<file path="src/sai_ram.sv">
// Generic simple dual-port RAM with registered read.
module sai_ram #(
  parameter int WIDTH = 8,
  parameter int DEPTH = 256,
  localparam int AW = (DEPTH > 1) ? $clog2(DEPTH) : 1
) (
  input  logic             clk,
  input  logic             we,
  input  logic [AW-1:0]    waddr,
  input  logic [WIDTH-1:0] wdata,
  input  logic [AW-1:0]    raddr,
  output logic [WIDTH-1:0] rdata
);

  logic [WIDTH-1:0] mem [DEPTH];

  always_ff @(posedge clk) begin
    if (we) begin
      mem[waddr] <= wdata;
    end
    rdata <= mem[raddr];
  end

endmodule

</file>
<file path="config.mk">
export PLATFORM = sky130hd
export DESIGN_NAME = sai_ram
export DESIGN_NICKNAME = d
export VERILOG_FILES = /design/src/sai_ram.sv
export SDC_FILE = /design/constraint.sdc
export NUM_CORES = 2
export LEC_CHECK = 0
export CAP_MARGIN = 10
export CORE_MARGIN = 2
export CORE_UTILIZATION = 50
export CTS_CLUSTER_SIZE = 12
export DETAILED_ROUTE_END_ITERATION = 8
export DONT_BUFFER_PORTS = 1
export PLACE_DENSITY_LB_ADDON = 0.1
export SLEW_MARGIN = 40
export SYNTH_ARGS = -nofsm -noshare
export SYNTH_HDL_FRONTEND = slang
export SYNTH_SLANG_ARGS = --single-unit
export TNS_END_PERCENT = 100
</file>
<file path="constraint.sdc">
create_clock -name clk -period 4.5 [get_ports clk]
set_input_delay 0.9 -clock clk [delete_from_list [all_inputs] [get_ports clk]]
set_output_delay 0.9 -clock clk [all_outputs]
set_load 0.05 [all_outputs]
</file>
==> metrics.yaml <==
sta:
  period_minus_slack_ns: 4.33
  clock.fmax_mhz: 231
  setup-tns-final_ns: 0
  tightest_slew_ns: 2.42
  skew_ns: 0.0270
  setup_violations: 0
  max_slew_margin: -0.615
  post-route-period-util: 0.963
  slew_viol_final: 309
  rsz0062_at_grt: "no"
  whs_ns: 0.184
  hold_viol: 0
layout:
  layout-drive-gt1-share: 0.225
  nets: 3849
  seq_area_mm2: 0.0617
  fillers: 11700
  syn_to_final_growth_pct: 10.6
  design_area_mm2: 0.0880
  multi_input_area_mm2: 0.0166
detailed_routing:
  wire_per_inst_um: 32.6
  vias_per_cell: 6.35
  antenna_left: 0
  first_pass_iters: 6
  drc: 0
  drt_iter0_drc: 4238
  drt_wl_total_mm: 197
  vias: 38300
placement:
  hpwl_mm: 109
  place_congestion: 0.818
  port_buffers: 0
  place_area_mm2: 0.0816
logic_synthesis:
  synth_seq_cells: 2056
  ys.flop_type: "edfxtp_1"
  syn-cell-area_mm2: 0.0796
  synth_top_area_cell: "edfxtp_1"
  synthArstFlopShare: 0
  synth.distinct_cells: 55
  syn_inst: 3733
  syn_nets: 3759
  synth_top_area_share: 0.773
  synth_warnings: 0
  synth_area_leaders: "edfxtp_1 (77%), mux4_2 (13%), mux2i_1 (1.7%)"
  syn_avg_cell_area_um2: 21.3
  synth_enable_flop_cells: 2048
  ys_seq_area_frac: 0.775
worst_setup_path:
  critPathRequiredTime_ns: 5.17
  path_cells: "buf_16 > buf_16 > buf_16 > buf_16 > mux4_2 > nand2b_1 > a311oi_1 > o221ai_1 > a211oi_1 > nor4_1"
  worstSetupPathType: "input port to register"
  slowest_delay_ns: 0.69
  worstRegToRegCells: 7
  worst_path_max_delay_cell: "a211oi_1"
  cp.arrival_ns: 5.00
  end_kind: "register"
  worstPathMaxFanout: 81
  critPathMostFrequentCell: "buf_16"
  critPathLaunchType: "input port"
grt:
  overflow: 0
  grt_pass1_wl_mm: 279
  grt_max_degree: 579
  grt_pass1_vias: 38600
  grt_util_all_layers: 0.241
  antenna_found_initial: 3
clock_tree:
  clk_latency_ns: 0.82
  cts_resized: 0
  clock_path_buffers: 3
  clk_pin_slew_ns: 0.06
  htreeDepth: 4
  numCtsBuffers: 206
  clkSinkCount: 2056
  post_cts_buffers: 0
  cts_tree: "built"
  postCtsHoldBufs: 0
  cts-root-buf: "clkbuf_16"
power:
  ir_worst_vdd_mv: 0.383
  total_power_mw: 38.3
  p_per_area_mw_per_mm2: 435
  p_leak_nw: 26.9
run_status:
  run_status: "complete, but fails checks"
  violations: "max-slew violations"
floorplan:
  die_area_mm2: 0.162
  initial_core_util: 0.503
  io_pins: 34
  coreArea_mm2: 0.158
  rows: 146
  die_h_um: 403
  die_x_um: 403
worst_hold_path:
  hold_depth: 0
  min_path_type: "input port to register"
flow_run:
  drv_cap: 0
## stage by stage
stage | instances | worst slack [ns] | util
floorplan | 3733 | 1.66 | -
global placement | 5676 | 0.203 | 0.516
detailed placement | 5678 | 0.883 | 0.516
CTS | 6015 | 1.67 | 0.554
global route | 6024 | 0.0506 | 0.556
finish | 6027 | 0.168 | 0.556
## cell families after synthesis
family / count (synthesis) / synth area share
flops: 2056 / 0.775
compound gates: 385 / 0.0342
buf+inv: 235 / 0.0183
simple gates: 466 / 0.0263
mux: 591 / 0.146
## metal layers
metal | GRT usage | up-vias | part of all wire
met1 | 0.338 | 20500 | 0.41
met2 | 0.390 | 1610 | 0.49
li1 | - | 15900 | -
met5 | 0 | - | 0
met3 | 0.0437 | 296 | 0.075
met4 | 0.0741 | 0 | 0.028
## placed cells by master, fill, tap and decap left out, drive strengths merged, types with 47 or more instances in the layout
cell type  Yosys  final
buf          122    112
nor2         282    282
mux2i        134    134
clkinv         1     61
a22oi        133    133
o221ai        47     47
a21oi         96     96
edfxtp      2048   2048
clkbuf       111    266
mux4         456    456
## cell usage after synthesis (16+ instances only)
| library cell | number |
|---|---|
| a211oi_1 | 16 |
| a21oi_1 | 96 |
| a22oi_1 | 133 |
| buf_1 | 22 |
| buf_2 | 31 |
| buf_4 | 27 |
| buf_6 | 21 |
| clkbuf_1 | 111 |
| edfxtp_1 | 2048 |
| mux2i_1 | 134 |
| mux4_2 | 454 |
| nand2_1 | 33 |
| nand3_1 | 34 |
| nor2_1 | 282 |
| nor2b_1 | 31 |
| nor3_1 | 22 |
| nor4_1 | 24 |
| o221ai_1 | 46 |
| o22ai_1 | 28 |
## report_power, final
| group | total [mW] | switching, mW | internal (mW) |
|---|---|---|---|
| clock network | 15.7 | 6.86 | 8.84 |
| logic | 1.39 | 0.759 | 0.631 |
| registers | 21.2 | 0.0900 | 21.1 |
## path summary, 6_finish.rpt
check                       start                    to  slack, ns
max reg2reg  mem[82][5]$_DFFE_PP_      rdata[5]$_DFF_P_       1.86
max                      raddr[0]      rdata[3]$_DFF_P_       0.17
min                      wdata[4]  mem[84][4]$_DFFE_PP_       0.18
min reg2reg  mem[32][5]$_DFFE_PP_      rdata[5]$_DFF_P_       1.00
## critical path, delay by kind of cell
kind                   cells  cell delay [ns]
AOI/OAI and AO/OA          3             1.26
buffers and inverters      4             1.81
muxes                      1             0.54
and+or+nand+nor            2             0.27
## cell type report
cell class	count	share of cell area
Sequential cell	2056	0.700
Multi-Input combinational cell	1442	0.189
Antenna cell	3	0.0000853
Tap cell	2072	0.0295
Timing Repair Buffer	115	0.0121
Clock inverter	74	0.00648
Clock buffer	263	0.0622
Inverter	2	0.0000853
## state kept, by name, summed over array words and instances (netlist names)
name	flops
mem	2048
rdata	8
Power figures use the tool's default switching activity.
